**config.mk**
```make
export PLATFORM = sky130hd
export DESIGN_NAME = tsoc_front
export DESIGN_NICKNAME = d
export VERILOG_FILES = /design/src/hdl/ts_outer_coder_ed_rs_interleave_unit_defines.svh /design/src/hdl/tsoc_pkg.sv /design/src/hdl/tsoc_front.sv
export SDC_FILE = /design/constraint.sdc
export NUM_CORES = 1
export LEC_CHECK = 0
export ABC_AREA = 0
export BUFFER_PORTS_ARGS = -buffer_cell sky130_fd_sc_hd__buf_2
export CAP_MARGIN = 20
export CORE_ASPECT_RATIO = 0.7
export CORE_MARGIN = 4
export CORE_UTILIZATION = 26
export CTS_BUF_LIST = sky130_fd_sc_hd__clkbuf_4
export DETAILED_ROUTE_END_ITERATION = 8
export PLACE_DENSITY = 0.42
export SKIP_LAST_GASP = 1
export SYNTH_ARGS = -nofsm -noshare
export SYNTH_HDL_FRONTEND = slang
export SYNTH_SLANG_ARGS = --single-unit
```
**constraint.sdc**
```tcl
create_clock -name clock -period 4.9 [get_ports clock]
set_input_delay 0.98 -clock clock [delete_from_list [all_inputs] [get_ports clock]]
set_output_delay 0.98 -clock clock [all_outputs]
set_load 0.01 [all_outputs]
```
**src/hdl/ts_outer_coder_ed_rs_interleave_unit_defines.svh**
```systemverilog
// ----------------------------------------------------------------------------
// Outer coder assertion macros
// Concurrent assertion wrappers, empty when SYNTHESIS is defined.
// ----------------------------------------------------------------------------
`ifndef TS_OUTER_CODER_ED_RS_INTERLEAVE_UNIT_DEFINES_SVH
`define TS_OUTER_CODER_ED_RS_INTERLEAVE_UNIT_DEFINES_SVH
`ifndef SYNTHESIS
`define TSOC_ASSERT_IMP(label, clk, rst, ante, cons) \
   label: assert property (@(posedge clk) disable iff (rst) (ante) |-> (cons)) \
      else $error("assertion failed");
`define TSOC_ASSERT_NXT(label, clk, rst, ante, cons) \
   label: assert property (@(posedge clk) disable iff (rst) (ante) |=> (cons)) \
      else $error("assertion failed");
`else
`define TSOC_ASSERT_IMP(label, clk, rst, ante, cons)
`define TSOC_ASSERT_NXT(label, clk, rst, ante, cons)
`endif
`endif

```
**src/hdl/tsoc_pkg.sv**
```systemverilog
// ----------------------------------------------------------------------------
// Outer coder package
// Sizes, seeds and GF(256) helpers shared by the front and back parts.
// ----------------------------------------------------------------------------
package tsoc_pkg;
   localparam int Branches     = 12;
   localparam int CellDepth    = 17;
   localparam int PacketBytes  = 188;
   localparam int GroupPackets = 8;
   localparam int ParityBytes  = 16;
   localparam int StoreSize    = CellDepth * Branches * (Branches - 1) / 2;
   localparam int AddrW        = $clog2(StoreSize);
   localparam int BrW          = $clog2(Branches);
   localparam int PosW         = $clog2(CellDepth * (Branches - 1) + 1);
   localparam logic [14:0] LfsrSeed = 15'h00A9;
   localparam logic [7:0]  SyncInvert = 8'hFF;

   typedef logic [7:0] gen_type [ParityBytes];
   localparam gen_type GenCoef = '{8'd59, 8'd13, 8'd104, 8'd189, 8'd68, 8'd209,
      8'd30, 8'd8, 8'd163, 8'd65, 8'd41, 8'd229, 8'd98, 8'd50, 8'd36, 8'd59};

   typedef struct packed {
      logic [7:0] data;
      logic       last;
   } qent_type;

   function automatic logic [7:0] gf_mul(input logic [7:0] a, input logic [7:0] b);
      logic [7:0] x;
      logic [7:0] r;
      x = a;
      r = '0;
      for (int i = 0; i < 8; i++) begin
         if (b[i]) r = r ^ x;
         x = x[7] ? ((x << 1) ^ 8'h1D) : (x << 1);
      end
      return r;
   endfunction

   function automatic logic [AddrW-1:0] branch_base(input logic [BrW-1:0] j);
      int unsigned t;
      t = CellDepth * j * (j - 1) / 2;
      return AddrW'(t);
   endfunction

   function automatic logic [PosW-1:0] branch_len(input logic [BrW-1:0] j);
      return PosW'(CellDepth * int'(j));
   endfunction
endpackage

```
**src/hdl/tsoc_front.sv**
```systemverilog
// ----------------------------------------------------------------------------
// Outer coder front part
// Scrambles input bytes, runs the RS parity register, queues coded bytes.
// ----------------------------------------------------------------------------
module tsoc_front import tsoc_pkg::*; (
   input  logic       clock,
   input  logic       reset,
   input  logic       req_valid,
   output logic       req_stall,
   input  logic [7:0] req_stream_byte,
   output logic       q_wr,
   output qent_type   q_wdata,
   input  logic       q_full
);
   logic [14:0] lfsr_ff, lfsr_in;
   logic [2:0]  pkt_ff;
   logic [7:0]  byte_ff;
   logic [7:0]  par_ff [ParityBytes];
   logic [4:0]  pcnt_ff;
   logic        pbusy_ff;
   logic [7:0]  prbs, d, fb;
   logic        take;

   always_comb begin
      logic [14:0] s;
      logic        f;
      s = lfsr_ff;
      prbs = '0;
      for (int k = 0; k < 8; k++) begin
         f = s[13] ^ s[14];
         s = {s[13:0], f};
         prbs = {prbs[6:0], f};
      end
      lfsr_in = s;
   end

   assign req_stall = pbusy_ff || q_full;
   assign take = req_valid && !req_stall;

   always_comb begin
      if (byte_ff == 8'd0) d = (pkt_ff == 3'd0) ? (req_stream_byte ^ SyncInvert) : req_stream_byte;
      else d = req_stream_byte ^ prbs;
      fb = d ^ par_ff[0];
   end

   always_comb begin
      q_wr = take || (pbusy_ff && !q_full);
      if (pbusy_ff) begin
         q_wdata.data = par_ff[pcnt_ff[3:0]];
         q_wdata.last = (pcnt_ff == 5'(ParityBytes - 1));
      end else begin
         q_wdata.data = d;
         q_wdata.last = (byte_ff != 8'(PacketBytes - 1));
      end
   end

   always_ff @(posedge clock) begin
      if (reset) begin
         lfsr_ff  <= LfsrSeed;
         pkt_ff   <= '0;
         byte_ff  <= '0;
         pcnt_ff  <= '0;
         pbusy_ff <= 1'b0;
         for (int i = 0; i < ParityBytes; i++) par_ff[i] <= '0;
      end else if (pbusy_ff) begin
         if (!q_full) begin
            if (pcnt_ff == 5'(ParityBytes - 1)) begin
               pbusy_ff <= 1'b0;
               for (int i = 0; i < ParityBytes; i++) par_ff[i] <= '0;
            end
            pcnt_ff <= pcnt_ff + 5'd1;
         end
      end else if (take) begin
         if (byte_ff == 8'd0 && pkt_ff == 3'd0) lfsr_ff <= LfsrSeed;
         else lfsr_ff <= lfsr_in;
         for (int i = 0; i < ParityBytes - 1; i++)
            par_ff[i] <= par_ff[i+1] ^ gf_mul(fb, GenCoef[i]);
         par_ff[ParityBytes-1] <= gf_mul(fb, GenCoef[ParityBytes-1]);
         if (byte_ff == 8'(PacketBytes - 1)) begin
            byte_ff  <= '0;
            pkt_ff   <= 3'(({29'd0, pkt_ff} + 1) % GroupPackets);
            pbusy_ff <= 1'b1;
            pcnt_ff  <= '0;
         end else begin
            byte_ff <= byte_ff + 8'd1;
         end
      end
   end
endmodule

```
==> summary.md <==
| Metric | Value |
|---|---|
| DRC violations left | 0 |
| Max incr delay on CP | 0.69 ns |
| Max-cap viol count | 0 |
| Starting density of the core | 26.4% |
| Total GRT Usage | 15.0% |
| Sink Count | 164 |
| Number of hold buffers added after CTS | 0 |
| Post-DRT Antenna Nets | 0 |
| Via count | 6169 |
| Crit-path most repeated cell | mux4_2 |
| Synth cell types | 44 |
| Initial antenna violation count | 0 |
| FMAX | 242 MHz |
| Gr ovfl total | 0 |
| Post-DP HPWL | 21000 um |
| Fin Setup TNS | 0 ns |
| Fraction of final layout cells with drive strength greater than 1 | 20.3% |
| Final nets | 852 |
| Full die area | 0.0411 sq mm |
| CTS tree | yes |
| Num ports | 23 |
| Chip width | 241 um |
| Clock insertion delay at the later pin of the skew report | 0.62 ns |
| CTS max path bufs | 2 |
| Largest net degree at the start of global routing | 122 |
| Most common cell after layout, fill and taps aside | xnor2_1 |
| Hold worst-path end | lfsr_ff[11] |
| Period utilisation layout | 84.4% |
| Delay-heaviest family, CP | multiplexers |
| Routed wire per std cell | 22.4 um |
| DIE HEIGHT | 171 um |
| Port bufs | 22 |
| PostCTS Resize Cnt | 0 |
| Post-CTS setup buffer count | 0 |
| H-Tree Depth | 4 |
| GR Util met3 | 4.27% |
| Final Max Tran Viols | 0 |
| Hold Vio Cnt, Final | 0 |
| Syn nets | 819 |
| Critical path endpoint category | primary output |
| Worst EP required | 3.92 ns |
| Avg Cell Area, Syn | 12.3 sq um |
| Drt total wl | 30000 um |
| Synthesized cell area | 0.00984 sq mm |
| Minimum clock period | 4.13 ns |
| Worst r2r dst | par_ff[2][0] |
| Worst r2r src | byte_ff[3] |
| CTS Buf Count | 17 |
| Global placement routability congestion | 0.796 |
| Slew margin rel. | 29.2% |
| Endpoints failing setup | 0 |
| Sequential cell area fraction in the yosys report | 45.6% |
| Core footprint | 0.0373 sq mm |
| Clock skew | 0.0224 ns |
| Final hold slack | 0.491 ns |
| Flop2flop setup slack | 0.86 ns |
| Via density | 4.62 |
| FF+latch count, synth | 164 |
| Ys Warns | 0 |
| Initial drt markers | 573 |
| Crit-path max FO | 32 |
| M1 GR Usage | 24.3% |
| CP bufs+invs | 2 |
| Area Growth Syn to Fin | 11.0% |
| Synth Flop Type | edfxtp_1 |
| R2R depth | 9 |
| # diodes | 0 |
| HP Class | reg -> reg |
| Number of synthesized flops with an enable pin | 120 |
| Worst min-delay path startpoint | lfsr_ff[3] |
| Critical path class | reg -> out |
| Critical path launch point type | register |
| Clk slew on worst S/H paths | 0.15 ns |
| Worst-margin pin slew | 1.06 ns |
| Status | complete, no violations |
| FFs w/ async S/R, synth | 0% |
| RSZ-0062 raised after global routing | false |
| Pre-antenna DRT Iters | 5 |
| Syn Inst Count | 801 |
| CTS root buf | clkbuf_4 |
| Final Util | 29.3% |
| Met2 global-route usage | 19.6% |
| CP max stage cell | mux4_2 |
| Min-Delay Path Depth | 1 |
| WP data arrival | 3.15 ns |
| GR peak layer | met1 |
| Critical path, cell by cell | buf_4 > mux4_2 > mux4_2 > nand2_1 > o21ai_0 > buf_2 |
| Cell row count | 59 |
| First-pass GRT wire length | 43800 um |
| Most frequent cells in the layout | xnor2_1 (148), nor2_1 (135), edfxtp_1 (120) |
| Number of global-route vias before repair | 6051 |
## worst max-delay path by stage
stage / startpoint / end / depth (start not counted)
2_1_floorplan: register / q_wdata[1] / 5
3_3_place_gp: byte_ff[3] / par_ff[14][2] / 9
3_5_place_dp: byte_ff[3] / par_ff[11][7] / 9
4_1_cts: register / q_wdata[8] / 6
5_1_grt: register / q_wdata[3] / 6
6_report: register / q_wdata[7] / 6
## registers in the layout, indices dropped and copies added (netlist names), named ones only
name	count
byte_ff	8
lfsr_ff	15
par_ff	128
pbusy_ff	1
pcnt_ff	5
pkt_ff	3
## final cells by class
cell class	count	area [sq um]
tap	488	611
inverter	10	37.5
timing repair buffer	53	355
clock inverter	15	135
multi-input combinational	588	5170
fill	3814	26400
clock buffer	17	128
sequential	164	4490
## metrics by stage
step | area [sq um] | instances | worst slack [ns]
after detailed placement | 10700 | 1302 | 0.902
final | 10900 | 1335 | 0.766
after global placement | 10700 | 1302 | 0.901
after CTS | 10900 | 1334 | 0.654
after floorplan | 9840 | 801 | 1.56
after global routing | 10900 | 1335 | 0.541
## logic make-up (layout without fill, tap and decap cells)
| family | count (synthesis) | after routing | share of synthesized area (%) |
|---|---|---|---|
| muxes | 44 | 44 | 9.58 |
| and+or+nand+nor | 217 | 217 | 9.56 |
| buffers and inverters | 49 | 95 | 2.08 |
| AOI/OAI and AO/OA | 60 | 60 | 3.75 |
| adders and majority gates | 6 | 6 | 0.763 |
| xor gates and xnor gates | 261 | 261 | 28.7 |
| DFF | 164 | 164 | 45.6 |
## layer usage
layer / part of all wire, % / vias up
met5: 0 / -
met4: 0.73 / 0
met3: 6.5 / 13
met2: 39 / 171
met1: 53 / 3147
li1: - / 2838
## Yosys cell counts, types with 2 or more instances
library cell  instances  area share, %
a21oi_1              26            1.3
a21oi_2               2           0.18
a22o_1               12            1.1
and2_1                6           0.38
and3_1                3           0.19
buf_1                 4           0.15
buf_2                 5           0.25
buf_4                 2           0.15
clkbuf_1             27            1.0
dfxtp_1              44            8.9
edfxtp_1            120             37
ha_1                  6           0.76
inv_1                10           0.38
mux2_2                2           0.23
mux2i_1               2           0.20
mux4_2               40            9.2
nand2_1              35            1.3
nand2b_1              4           0.25
nand3_1               6           0.31
nand4_1               7           0.44
nor2_1              135            5.1
nor3_1                3           0.15
nor3b_1               2           0.15
o21ai_0              14           0.71
o21ai_2               2           0.18
or2_2                11           0.70
or3_1                 2           0.13
xnor2_1             149             13
xnor2_2               6           0.99
xnor2_4               7            2.0
xnor3_1              15            3.4
xor2_1               71            6.3
xor2_2                6           0.99
xor2_4                2           0.56
xor3_1                4           0.97
Power is left out: the tool's default activity adds up to more than one toggle a clock period on the data nets, which glitch-free logic cannot reach.
