[src/hdl/ts_outer_coder_ed_rs_interleave_unit_defines.svh]
// ----------------------------------------------------------------------------
// Outer coder assertion macros
// Concurrent assertion wrappers, empty when SYNTHESIS is defined.
// ----------------------------------------------------------------------------
`ifndef TS_OUTER_CODER_ED_RS_INTERLEAVE_UNIT_DEFINES_SVH
`define TS_OUTER_CODER_ED_RS_INTERLEAVE_UNIT_DEFINES_SVH
`ifndef SYNTHESIS
`define TSOC_ASSERT_IMP(label, clk, rst, ante, cons) \
   label: assert property (@(posedge clk) disable iff (rst) (ante) |-> (cons)) \
      else $error("assertion failed");
`define TSOC_ASSERT_NXT(label, clk, rst, ante, cons) \
   label: assert property (@(posedge clk) disable iff (rst) (ante) |=> (cons)) \
      else $error("assertion failed");
`else
`define TSOC_ASSERT_IMP(label, clk, rst, ante, cons)
`define TSOC_ASSERT_NXT(label, clk, rst, ante, cons)
`endif
`endif

[src/hdl/tsoc_pkg.sv]
// ----------------------------------------------------------------------------
// Outer coder package
// Sizes, seeds and GF(256) helpers shared by the front and back parts.
// ----------------------------------------------------------------------------
package tsoc_pkg;
   localparam int Branches     = 12;
   localparam int CellDepth    = 17;
   localparam int PacketBytes  = 188;
   localparam int GroupPackets = 8;
   localparam int ParityBytes  = 16;
   localparam int StoreSize    = CellDepth * Branches * (Branches - 1) / 2;
   localparam int AddrW        = $clog2(StoreSize);
   localparam int BrW          = $clog2(Branches);
   localparam int PosW         = $clog2(CellDepth * (Branches - 1) + 1);
   localparam logic [14:0] LfsrSeed = 15'h00A9;
   localparam logic [7:0]  SyncInvert = 8'hFF;

   typedef logic [7:0] gen_type [ParityBytes];
   localparam gen_type GenCoef = '{8'd59, 8'd13, 8'd104, 8'd189, 8'd68, 8'd209,
      8'd30, 8'd8, 8'd163, 8'd65, 8'd41, 8'd229, 8'd98, 8'd50, 8'd36, 8'd59};

   typedef struct packed {
      logic [7:0] data;
      logic       last;
   } qent_type;

   function automatic logic [7:0] gf_mul(input logic [7:0] a, input logic [7:0] b);
      logic [7:0] x;
      logic [7:0] r;
      x = a;
      r = '0;
      for (int i = 0; i < 8; i++) begin
         if (b[i]) r = r ^ x;
         x = x[7] ? ((x << 1) ^ 8'h1D) : (x << 1);
      end
      return r;
   endfunction

   function automatic logic [AddrW-1:0] branch_base(input logic [BrW-1:0] j);
      int unsigned t;
      t = CellDepth * j * (j - 1) / 2;
      return AddrW'(t);
   endfunction

   function automatic logic [PosW-1:0] branch_len(input logic [BrW-1:0] j);
      return PosW'(CellDepth * int'(j));
   endfunction
endpackage

[src/hdl/tsoc_queue.sv]
// ----------------------------------------------------------------------------
// Outer coder queue
// Four-entry FIFO between the front and back parts.
// ----------------------------------------------------------------------------
module tsoc_queue import tsoc_pkg::*; (
   input  logic     clock,
   input  logic     reset,
   input  logic     wr,
   input  qent_type wdata,
   output logic     full,
   input  logic     rd,
   output logic     nempty,
   output qent_type rdata
);
   qent_type   mem_ff [4];
   logic [1:0] wp_ff, rp_ff;
   logic [2:0] cnt_ff;

   assign full   = (cnt_ff == 3'd4);
   assign nempty = (cnt_ff != 3'd0);
   assign rdata  = mem_ff[rp_ff];

   always_ff @(posedge clock) begin
      if (wr) mem_ff[wp_ff] <= wdata;
      if (reset) begin
         wp_ff  <= '0;
         rp_ff  <= '0;
         cnt_ff <= '0;
      end else begin
         if (wr) wp_ff <= wp_ff + 2'd1;
         if (rd) rp_ff <= rp_ff + 2'd1;
         cnt_ff <= cnt_ff + {2'd0, wr} - {2'd0, rd};
      end
   end
endmodule

[config.mk]
export PLATFORM = sky130hd
export DESIGN_NAME = tsoc_queue
export DESIGN_NICKNAME = d
export VERILOG_FILES = /design/src/hdl/ts_outer_coder_ed_rs_interleave_unit_defines.svh /design/src/hdl/tsoc_pkg.sv /design/src/hdl/tsoc_queue.sv
export SDC_FILE = /design/constraint.sdc
export NUM_CORES = 1
export LEC_CHECK = 0
export BUFFER_PORTS_ARGS = -buffer_cell sky130_fd_sc_hd__buf_4
export CORE_MARGIN = 1.5
export CORE_UTILIZATION = 40
export DETAILED_ROUTE_END_ITERATION = 6
export GPL_TIMING_DRIVEN = 1
export HOLD_SLACK_MARGIN = 0.08
export PLACE_DENSITY = 0.69
export SYNTH_ARGS = -nofsm -noshare
export SYNTH_HDL_FRONTEND = slang
export SYNTH_SLANG_ARGS = --single-unit
export TNS_END_PERCENT = 100
[constraint.sdc]
create_clock -name clock -period 2.2 [get_ports clock]
set_clock_uncertainty 0.1 [all_clocks]
set_input_delay 0.44 -clock clock [delete_from_list [all_inputs] [get_ports clock]]
set_output_delay 0.44 -clock clock [all_outputs]
set_load 0.1 [all_outputs]
==> results of run 1 <==
## area by class of cell
type | count | area share
flip-flops and latches | 45 | 0.605
multi-input cells | 36 | 0.211
repair buffers | 24 | 0.0882
clock buffers | 5 | 0.0330
well taps | 50 | 0.0300
clock inverters | 3 | 0.0222
inverters | 6 | 0.0108
## cell families after synthesis
family,share of synthesized area
AO/OA/AOI/OAI,0.00862
XOR/XNOR,0.0237
adder cells (fa/ha/maj),0.0546
buffers and inverters,0.0223
flip-flops,0.725
multiplexers,0.122
AND/OR/NAND/NOR,0.0439
## final timing paths
path	startpoint	to	cells after the start
worst max-delay path	flip-flop	rdata[6]	3
worst min-delay path	wdata[5]	mem_ff[1][5]	1
worst max register to register	cnt_ff[0]	cnt_ff[2]	7
worst min register to register	rp_ff[0]	rp_ff[1]	2
## routing by layer
metal,vias to the layer above,share of wire
li1,391,-
met3,5,0.053
met5,-,0
met4,0,0.011
met1,404,0.43
met2,22,0.50
## through the flow
step / utilization / hold slack (ns) / total power (µW) / area, µm² / std cells
final: 0.510 / 0.240 / 2170 / 2090 / 169
after detailed placement: 0.481 / 0.447 / 1580 / 1970 / 161
after global placement: 0.481 / 0.421 / 1560 / 1970 / 161
after global routing: 0.510 / 0.223 / 2270 / 2090 / 169
after CTS: 0.509 / 0.230 / 2190 / 2080 / 169
after floorplan: - / 0.392 / 1460 / 1740 / 89
## state kept, by name, summed over array words and instances (netlist names), named ones only
register  count
cnt_ff        3
mem_ff       36
wp_ff         2
rp_ff         2
## critical path, stage by stage, from the launching register on
cell and delay, ns:
dfxtp_1 0.33, buf_6 0.17, mux4_2 0.52, buf_4 0.25
## cells in the final DEF (no fill, tap or decap), drive strengths merged
cell	netlist	final
mux4	9	9
a21oi	1	1
clkinvlp	0	1
clkinv	0	1
fa	1	1
a21bo	1	1
xor3	1	1
bufinv	0	1
ha	6	6
edfxtp	36	36
nor2b	2	2
inv	6	6
nand3b	1	1
dfxtp	9	9
nor2	5	5
buf	1	24
or3	1	1
xnor2	2	2
and3	1	1
and2	4	4
mux2i	1	1
clkbuf	1	5
## power by group through the flow
stage / clock (µW) / sequential, µW / combinational [µW]
floorplan: 0 / 1010 / 446
global placement: 0 / 1020 / 543
detailed placement: 0 / 1030 / 550
CTS: 632 / 1010 / 555
global route: 671 / 1010 / 581
finish: 619 / 1010 / 549
==> impl_metrics.csv, run 1 <==
group,metric,value,unit
run_status,outcome,"completed",
synthesis,syn_avg_cell_area,19.6,µm²
timing,finalSetupViolations,0,
detailed_routing,drt_iter0_drc,52,
pwr,sw_frac_of_total,0.318,
critical_path,cp_data_required_time,1.66,ns
clock_network,path_clk_slew,0.09,ns
detailed_routing,drc,0,
floorplan,site_row_count,23,
clock_network,clockRootBuffer,"clkbuf_8",
timing,part_of_the_cycle_the_worst_path_needs,0.953,
job,drv.max_cap_violation_count,0,
clock_network,postCtsHoldBufs,0,
synthesis,postSynthNetCount,109,
detailed_routing,ant_nets,0,
synthesis,netlist_area,1740,µm²
global_route,antenna_found_initial,0,
critical_path,timing.critical_path.fanout_max,9,
timing,max_slew_margin,0.659,
synthesis,synthCells,89,
global_route,use_met1,0.154,
pwr,vdd_drop_max,679,µV
synthesis,synth-async-reset-ratio,0,
synthesis,number_of_synthesized_flops_with_an_enable_pin,36,
finish,multi_input_area,440,µm²
global_route,largest_net_degree_at_the_start_of_global_routing,16,
timing,slew_viol_final,0,
worst_hold_path,hold_path.class,"primary input to flip-flop",
place,final_hpwl_from_detailed_placement,1760,µm
detailed_routing,post_drt_via_cell_ratio,4.86,
clock_network,post-cts-setup-buffer-count,0,
synthesis,synth_top_area_share,0.621,
clock_network,cts-buffers-inserted,5,
timing,timing.fmax,477,MHz
global_route,grt_first_pass_wirelength,4220,µm
pwr,p_sw,691,µW
synthesis,ys_types,19,
synthesis,post-synth-top-area-cell,"edfxtp_1",
critical_path,worstPathArrival,1.56,ns
timing,final_hold_violating_endpoints,0,
timing,unrepaired_setup_endpoints_after_global_routing,"false",
place,preCtsSetupSlack,0.317,ns
pwr,p_leak,0.000761,µW
place,globalplace.congestion,0.687,
synthesis,seq_area_frac_synth,0.725,
floorplan,die_h,69.0,µm
clock_network,tritoncts,"done",
pwr,sequentialPowerShare,0.463,
timing,final_critical_path_setup_slack,0.103,ns
global_route,met2_usage,0.221,
synthesis,synthesis.yosys.warnings,0,
floorplan,chipWidth,69.0,µm
synthesis,synth_flop_cell,"edfxtp_1",
critical_path,critPathLaunchType,"flip-flop",
finish,insertedDiodeCount,0,
timing,sum_of_negative_setup_slack,0,ns
global_route,grt_pass1_vias,892,
floorplan,die_footprint,4760,µm²
pwr,p_per_area,1040,nW/µm²
floorplan,coreArea,4090,µm²
global_route,most_crowded_layer_gr,"met2",
pwr,p_int,1480,µW
synthesis,synth.top_cells.by_count,"36 x edfxtp_1, 9 x dfxtp_1, 9 x mux4_2",
critical_path,cp-end-kind,"output port",
pwr,p_clk_frac,0.285,
detailed_routing,wl_per_cell,15.5,µm
finish,finish.net_count,138,
synthesis,synth.top_cells.by_area,"edfxtp_1 62%, mux4_2 12%, dfxtp_1 10%, ha_1 4.3%, and2_1 1.4%",
critical_path,r2r_slack,0.53,ns
place,numPortBuffers,23,
clock_network,tritoncts_num_sinks,45,
finish,sequential_cell_area,1260,µm²
clock_network,insertion_delay,0.29,ns
clock_network,postCtsResizedCells,0,
finish,total_of_fill_cells_in_the_finished_design,346,
finish,layout-drive-gt1-share,0.353,
timing,finalWorstPathRequiredPeriod,2.10,ns
clock_network,ctsHtreeMaxLevel,2,
clock_network,cts_max_path_buffers,2,
critical_path,critical_path_class,"flip-flop to output port",
global_route,track_usage,0.129,
detailed_routing,wirelength,2620,µm
finish,area_growth,19.8,%
synthesis,synth.most_common_cell,"edfxtp_1",
timing,worst_pin_slew,0.511,ns
pwr,combinationalPowerShare,0.252,
detailed_routing,drt_first_pass_iters,3,
global_route,globalRouteOverflowTotal,0,
synthesis,synth.ff_latch_count,45,
detailed_routing,vias,822,
floorplan,pin_count,24,
global_route,globalRouteMet3Util,0.0471,
floorplan,initial_core_util,0.426,
Power figures use the tool's default switching activity.
==> run 2: changes to the inputs <==
--- a/config.mk
+++ b/config.mk
@@ -9,7 +9,7 @@
 export CORE_MARGIN = 1.5
 export CORE_UTILIZATION = 40
 export DETAILED_ROUTE_END_ITERATION = 6
-export GPL_TIMING_DRIVEN = 1
+export GPL_TIMING_DRIVEN = 0
 export HOLD_SLACK_MARGIN = 0.08
 export PLACE_DENSITY = 0.69
 export SYNTH_ARGS = -nofsm -noshare
==> run 2 against run 1 <==
Effect of this change:
- clock power grew 16%
- non-clock buffer count rose by 1
- cell count rose by 0.59%
- utilization up 0.58 points
- critical path type unchanged
==> impl_metrics.csv, run 2 (synthesized netlist as in run 1, its figures left out) <==
group,metric,value,unit
timing,final_hold_violating_endpoints,0,
timing,final_critical_path_setup_slack,0.0836,ns
floorplan,coreArea,4090,µm²
pwr,vdd_drop_max,772,µV
clock_network,path_clk_slew,0.08,ns
floorplan,chipWidth,69.0,µm
floorplan,initial_core_util,0.426,
global_route,antenna_found_initial,0,
timing,slew_viol_final,0,
floorplan,site_row_count,23,
run_status,outcome,"completed",
detailed_routing,drc,0,
finish,largest_reg_flops,36,
detailed_routing,wl_per_cell,14.9,µm
global_route,globalRouteOverflowTotal,0,
place,preCtsSetupSlack,0.326,ns
finish,multi_input_area,440,µm²
finish,sequential_cell_area,1260,µm²
finish,stdcell_count,170,
detailed_routing,post_drt_via_cell_ratio,4.85,
clock_network,postCtsHoldBufs,0,
timing,finalSetupViolations,0,
detailed_routing,vias,824,
place,place_inst,162,
timing,sum_of_negative_setup_slack,0,ns
finish,reg_top3,"mem_ff (36), cnt_ff (3)",
clock_network,insertion_delay,0.29,ns
timing,part_of_the_cycle_the_worst_path_needs,0.962,
clock_network,tritoncts,"done",
detailed_routing,wirelength,2530,µm
finish,layout-drive-gt1-share,0.358,
finish,largest-register,"mem_ff",
global_route,largest_net_degree_at_the_start_of_global_routing,15,
finish,layout_commonest_cell,"edfxtp_1",
worst_hold_path,hold_path.class,"primary input to flip-flop",
pwr,p_per_area,1080,nW/µm²
critical_path,critical_path_class,"flip-flop to output port",
timing,finalWorstPathRequiredPeriod,2.12,ns
finish,area_growth,21.2,%
critical_path,worstPathArrival,1.58,ns
pwr,p_leak,0.000779,µW
global_route,grt_first_pass_wirelength,4150,µm
global_route,track_usage,0.129,
floorplan,die_footprint,4760,µm²
clock_network,tritoncts_num_sinks,45,
critical_path,critPathLaunchType,"flip-flop",
clock_network,cts-buffers-inserted,5,
critical_path,cp_data_required_time,1.66,ns
floorplan,die_h,69.0,µm
detailed_routing,drt_first_pass_iters,2,
critical_path,cp-end-kind,"output port",
detailed_routing,drt_iter0_drc,21,
clock_network,cts_max_path_buffers,2,
finish,insertedDiodeCount,0,
timing,timing.fmax,472,MHz
timing,max_slew_margin,0.657,
job,drv.max_cap_violation_count,0,
timing,unrepaired_setup_endpoints_after_global_routing,"false",
place,globalplace.congestion,0.632,
clock_network,post-cts-setup-buffer-count,0,
finish,finish.net_count,139,
critical_path,timing.critical_path.fanout_max,9,
clock_network,ctsHtreeMaxLevel,2,
finish,final_cell_mix,"36 x edfxtp_1, 23 x buf_4, 9 x mux4_2, 9 x dfxtp_1",
global_route,grt_pass1_vias,878,
timing,worst_pin_slew,0.515,ns
clock_network,postCtsResizedCells,0,
floorplan,pin_count,24,
detailed_routing,ant_nets,0,
finish,total_of_fill_cells_in_the_finished_design,347,
place,numPortBuffers,23,
clock_network,clockRootBuffer,"clkbuf_8",
-- run 2: cell count changes in the layout (fill, tap and decap cells not counted) --
cell and delta:
bufinv_16 +1, clkbuf_2 +1, clkinv_2 +1, clkinv_4 -1, clkinvlp_4 -1
-- run 2: area by class of cell --
type,count,share of cell area
tap,50,0.0297
clock inverter,3,0.0308
buffer,2,0.00771
clock buffer,5,0.0326
timing repair buffer,23,0.0819
inverter,6,0.0107
sequential,45,0.598
multi-input combinational,36,0.209
-- run 2: where the power goes --
| group | total, µW | leakage [µW] | internal [µW] | switching [µW] |
|---|---|---|---|---|
| Sequential | 1000 | 0.000405 | 977 | 24.4 |
| Clock | 720 | 0.0000681 | 451 | 269 |
| Combinational | 550 | 0.000306 | 166 | 384 |
| Total | 2270 | 0.000779 | 1590 | 677 |
-- run 2: worst max-delay path, cell delays in order (launching register included) --
cell,delay [ns]
dfxtp_1,0.33
buf_6,0.17
mux4_2,0.53
buf_4,0.25
-- run 2: worst paths after layout --
check | cells past startpoint | slack (ns) | from | to
worst max-delay path | 3 | 0.08 | flip-flop | rdata[4]
worst min register to register | 2 | 0.46 | rp_ff[0] | flip-flop
worst max register to register | 7 | 0.54 | cnt_ff[0] | cnt_ff[2]
worst min-delay path | 1 | 0.24 | wdata[5] | mem_ff[3][5]
-- run 2: metal layers --
layer | vias to the layer above | global-route usage | routed length [µm]
met5 | - | 0 | 0
met4 | 0 | 0.0441 | 36
met2 | 24 | 0.213 | 1280
met1 | 401 | 0.151 | 1070
li1 | 394 | - | -
met3 | 5 | 0.0536 | 143
-- run 2: per-stage QoR --
stage / hold slack [ns] / power, µW / instance area [µm²] / utilization
2_1_floorplan: 0.392 / 1460 / 1740 / -
3_3_place_gp: 0.409 / 1560 / 1980 / 0.483
3_5_place_dp: 0.445 / 1570 / 1980 / 0.483
4_1_cts: 0.233 / 2290 / 2110 / 0.516
5_1_grt: 0.231 / 2350 / 2110 / 0.516
6_report: 0.238 / 2270 / 2110 / 0.516
==> run 3: changes to the inputs <==
--- a/config.mk
+++ b/config.mk
@@ -11,7 +11,7 @@
 export DETAILED_ROUTE_END_ITERATION = 6
 export GPL_TIMING_DRIVEN = 0
 export HOLD_SLACK_MARGIN = 0.08
-export PLACE_DENSITY = 0.69
+export PLACE_DENSITY = 0.71
 export SYNTH_ARGS = -nofsm -noshare
 export SYNTH_HDL_FRONTEND = slang
 export SYNTH_SLANG_ARGS = --single-unit
==> constraint.sdc (replaced) <==
create_clock -name clock -period 1.9 [get_ports clock]
set_clock_uncertainty 0.1 [all_clocks]
set_input_delay 0.38 -clock clock [delete_from_list [all_inputs] [get_ports clock]]
set_output_delay 0.38 -clock clock [all_outputs]
set_load 0.1 [all_outputs]
==> run 3 against run 2 <==
Effect of this change:
- the flow now finishes with violations (negative setup slack)
- die area is the same
- worst setup slack worse by 0.21 ns
- first-iteration DRC count is 81% higher
- global-route usage grew 1.3 points
- highest routed layer unchanged
==> impl_metrics.csv, run 3 (synthesized netlist as in run 1, its figures left out) <==
group,metric,value,unit
finish,total_of_fill_cells_in_the_finished_design,342,
place,placement.cell_area,1980,µm²
place,numPortBuffers,23,
timing,final_hold_violating_endpoints,0,
finish,sequential_cell_area,1260,µm²
critical_path,cp_data_required_time,1.42,ns
finish,largest_reg_flops,36,
finish,multi_input_area,440,µm²
floorplan,coreArea,4090,µm²
critical_path,r2r_slack,0.21,ns
global_route,track_usage,0.142,
clock_network,postCtsHoldBufs,0,
pwr,vdd_drop_max,793,µV
detailed_routing,ant_nets,0,
clock_network,tritoncts_num_sinks,45,
worst_hold_path,hold_path.class,"primary input to flip-flop",
timing,sum_of_negative_setup_slack,-0.966,ns
critical_path,crit_path_max_incr_delay,0.52,ns
finish,area_growth,24.1,%
critical_path,crit-reg2reg-capture,"cnt_ff[2]",
detailed_routing,wl_per_cell,15.6,µm
detailed_routing,drc,0,
place,place_inst,162,
critical_path,crit_slowest_cell,"mux4_2",
timing,max_slew_margin,0.672,
clock_network,path_clk_slew,0.08,ns
finish,stdcell_count,171,
critical_path,critical_path.reg2reg.startpoint,"cnt_ff[0]",
finish,layout-drive-gt1-share,0.355,
detailed_routing,wirelength,2680,µm
global_route,antenna_found_initial,0,
floorplan,site_row_count,23,
finish,final_cell_mix,"36 x edfxtp_1, 14 x buf_4, 9 x mux4_2",
critical_path,cp.buffers_inverters,2,
global_route,largest_net_degree_at_the_start_of_global_routing,14,
clock_network,tritoncts,"done",
critical_path,cp-end-kind,"output port",
timing,finalSetupViolations,9,
timing,part_of_the_cycle_the_worst_path_needs,1.07,
floorplan,initial_core_util,0.426,
critical_path,capture_point_of_the_critical_path,"rdata[5]",
timing,final_critical_path_setup_slack,-0.130,ns
place,globalplace.congestion,0.649,
place,final_hpwl_from_detailed_placement,1760,µm
timing,timing.fmax,492,MHz
detailed_routing,drt_first_pass_iters,4,
finish,largest-register,"mem_ff",
timing,finalWorstPathRequiredPeriod,2.03,ns
critical_path,top_delay_family_on_crit_path,"multiplexers",
detailed_routing,vias,842,
timing,worst_pin_slew,0.492,ns
finish,layout_commonest_cell,"edfxtp_1",
job,drv.max_cap_violation_count,0,
timing,slew_viol_final,0,
clock_network,cts_max_path_buffers,2,
floorplan,pin_count,24,
detailed_routing,post_drt_via_cell_ratio,4.92,
global_route,grt_first_pass_wirelength,4510,µm
clock_network,insertion_delay,0.29,ns
timing,unrepaired_setup_endpoints_after_global_routing,"true",
pwr,p_leak,0.000792,µW
finish,insertedDiodeCount,0,
critical_path,timing.critical_path.fanout_max,5,
critical_path,crit_path_cell_trace,"buf_8 > mux4_2 > buf_6",
global_route,grt_pass1_vias,932,
critical_path,worst_r2r_path_depth,7,
detailed_routing,drt_iter0_drc,38,
clock_network,clockRootBuffer,"clkbuf_8",
global_route,globalRouteOverflowTotal,0,
run_status,violations_in_the_final_reports,"negative setup slack",
finish,final_area,2160,µm²
critical_path,critical_path_class,"flip-flop to output port",
finish,finish.net_count,140,
critical_path,worstPathArrival,1.55,ns
critical_path,critPathLaunchType,"flip-flop",
clock_network,ctsHtreeMaxLevel,2,
run_status,outcome,"complete, but fails checks",
floorplan,die_footprint,4760,µm²
floorplan,die_h,69.0,µm
pwr,p_per_area,1170,nW/µm²
clock_network,cts-buffers-inserted,5,
finish,reg_top3,"mem_ff (36), cnt_ff (3)",
floorplan,chipWidth,69.0,µm
critical_path,path_depth,3,
run 3: worst min path at each step:
| stage | depth (start not counted) | end | from | slack [ns] |
|---|---|---|---|---|
| 2_1_floorplan | 1 | cnt_ff[0] | reset | 0.35 |
| 3_3_place_gp | 2 | flip-flop | rp_ff[1] | 0.41 |
| 3_5_place_dp | 2 | rp_ff[1] | rp_ff[0] | 0.45 |
| 4_1_cts | 1 | mem_ff[0][2] | wdata[2] | 0.18 |
| 5_1_grt | 1 | mem_ff[3][5] | wdata[5] | 0.18 |
| 6_report | 1 | mem_ff[3][5] | wdata[5] | 0.19 |
run 3: metrics by stage:
step	power [µW]	hold WS (ns)	setup slack (ns)	utilization
5_1_grt	2640	0.178	-0.173	0.528
3_5_place_dp	1830	0.454	0.0570	0.483
3_3_place_gp	1810	0.407	0.104	0.483
2_1_floorplan	1690	0.352	0.181	-
4_1_cts	2550	0.177	-0.146	0.528
6_report	2530	0.187	-0.130	0.528
run 3: where the power goes:
part	internal (µW)	switching (µW)	leakage [µW]	total, µW
sequential	1130	31.6	0.000406	1160
combinational	230	456	0.000334	686
clock	388	292	0.0000528	680
total	1750	780	0.000792	2530
run 3: area by class of cell:
cell class                      count  share of cell area
Multi-Input combinational cell     36               0.204
Buffer                              2             0.00927
Clock inverter                      2              0.0156
Tap cell                           50              0.0290
Clock buffer                        6              0.0336
Sequential cell                    45               0.586
Timing Repair Buffer               24               0.112
Inverter                            6              0.0104
run 3: repair_timing:
action	CTS	global route
endpoints found under the setup margin	9	9
gates cloned	1	0
endpoints found under the hold margin	0	0
resized for setup	15	0
setup buffers	0	0
run 3: routing by layer:
metal  part of all wire  up-vias  track usage
met2               0.53       22        0.243
met1               0.41      420        0.163
met5                  0        -            0
met4              0.013        0       0.0662
met3              0.046        5       0.0422
li1                   -      395            -
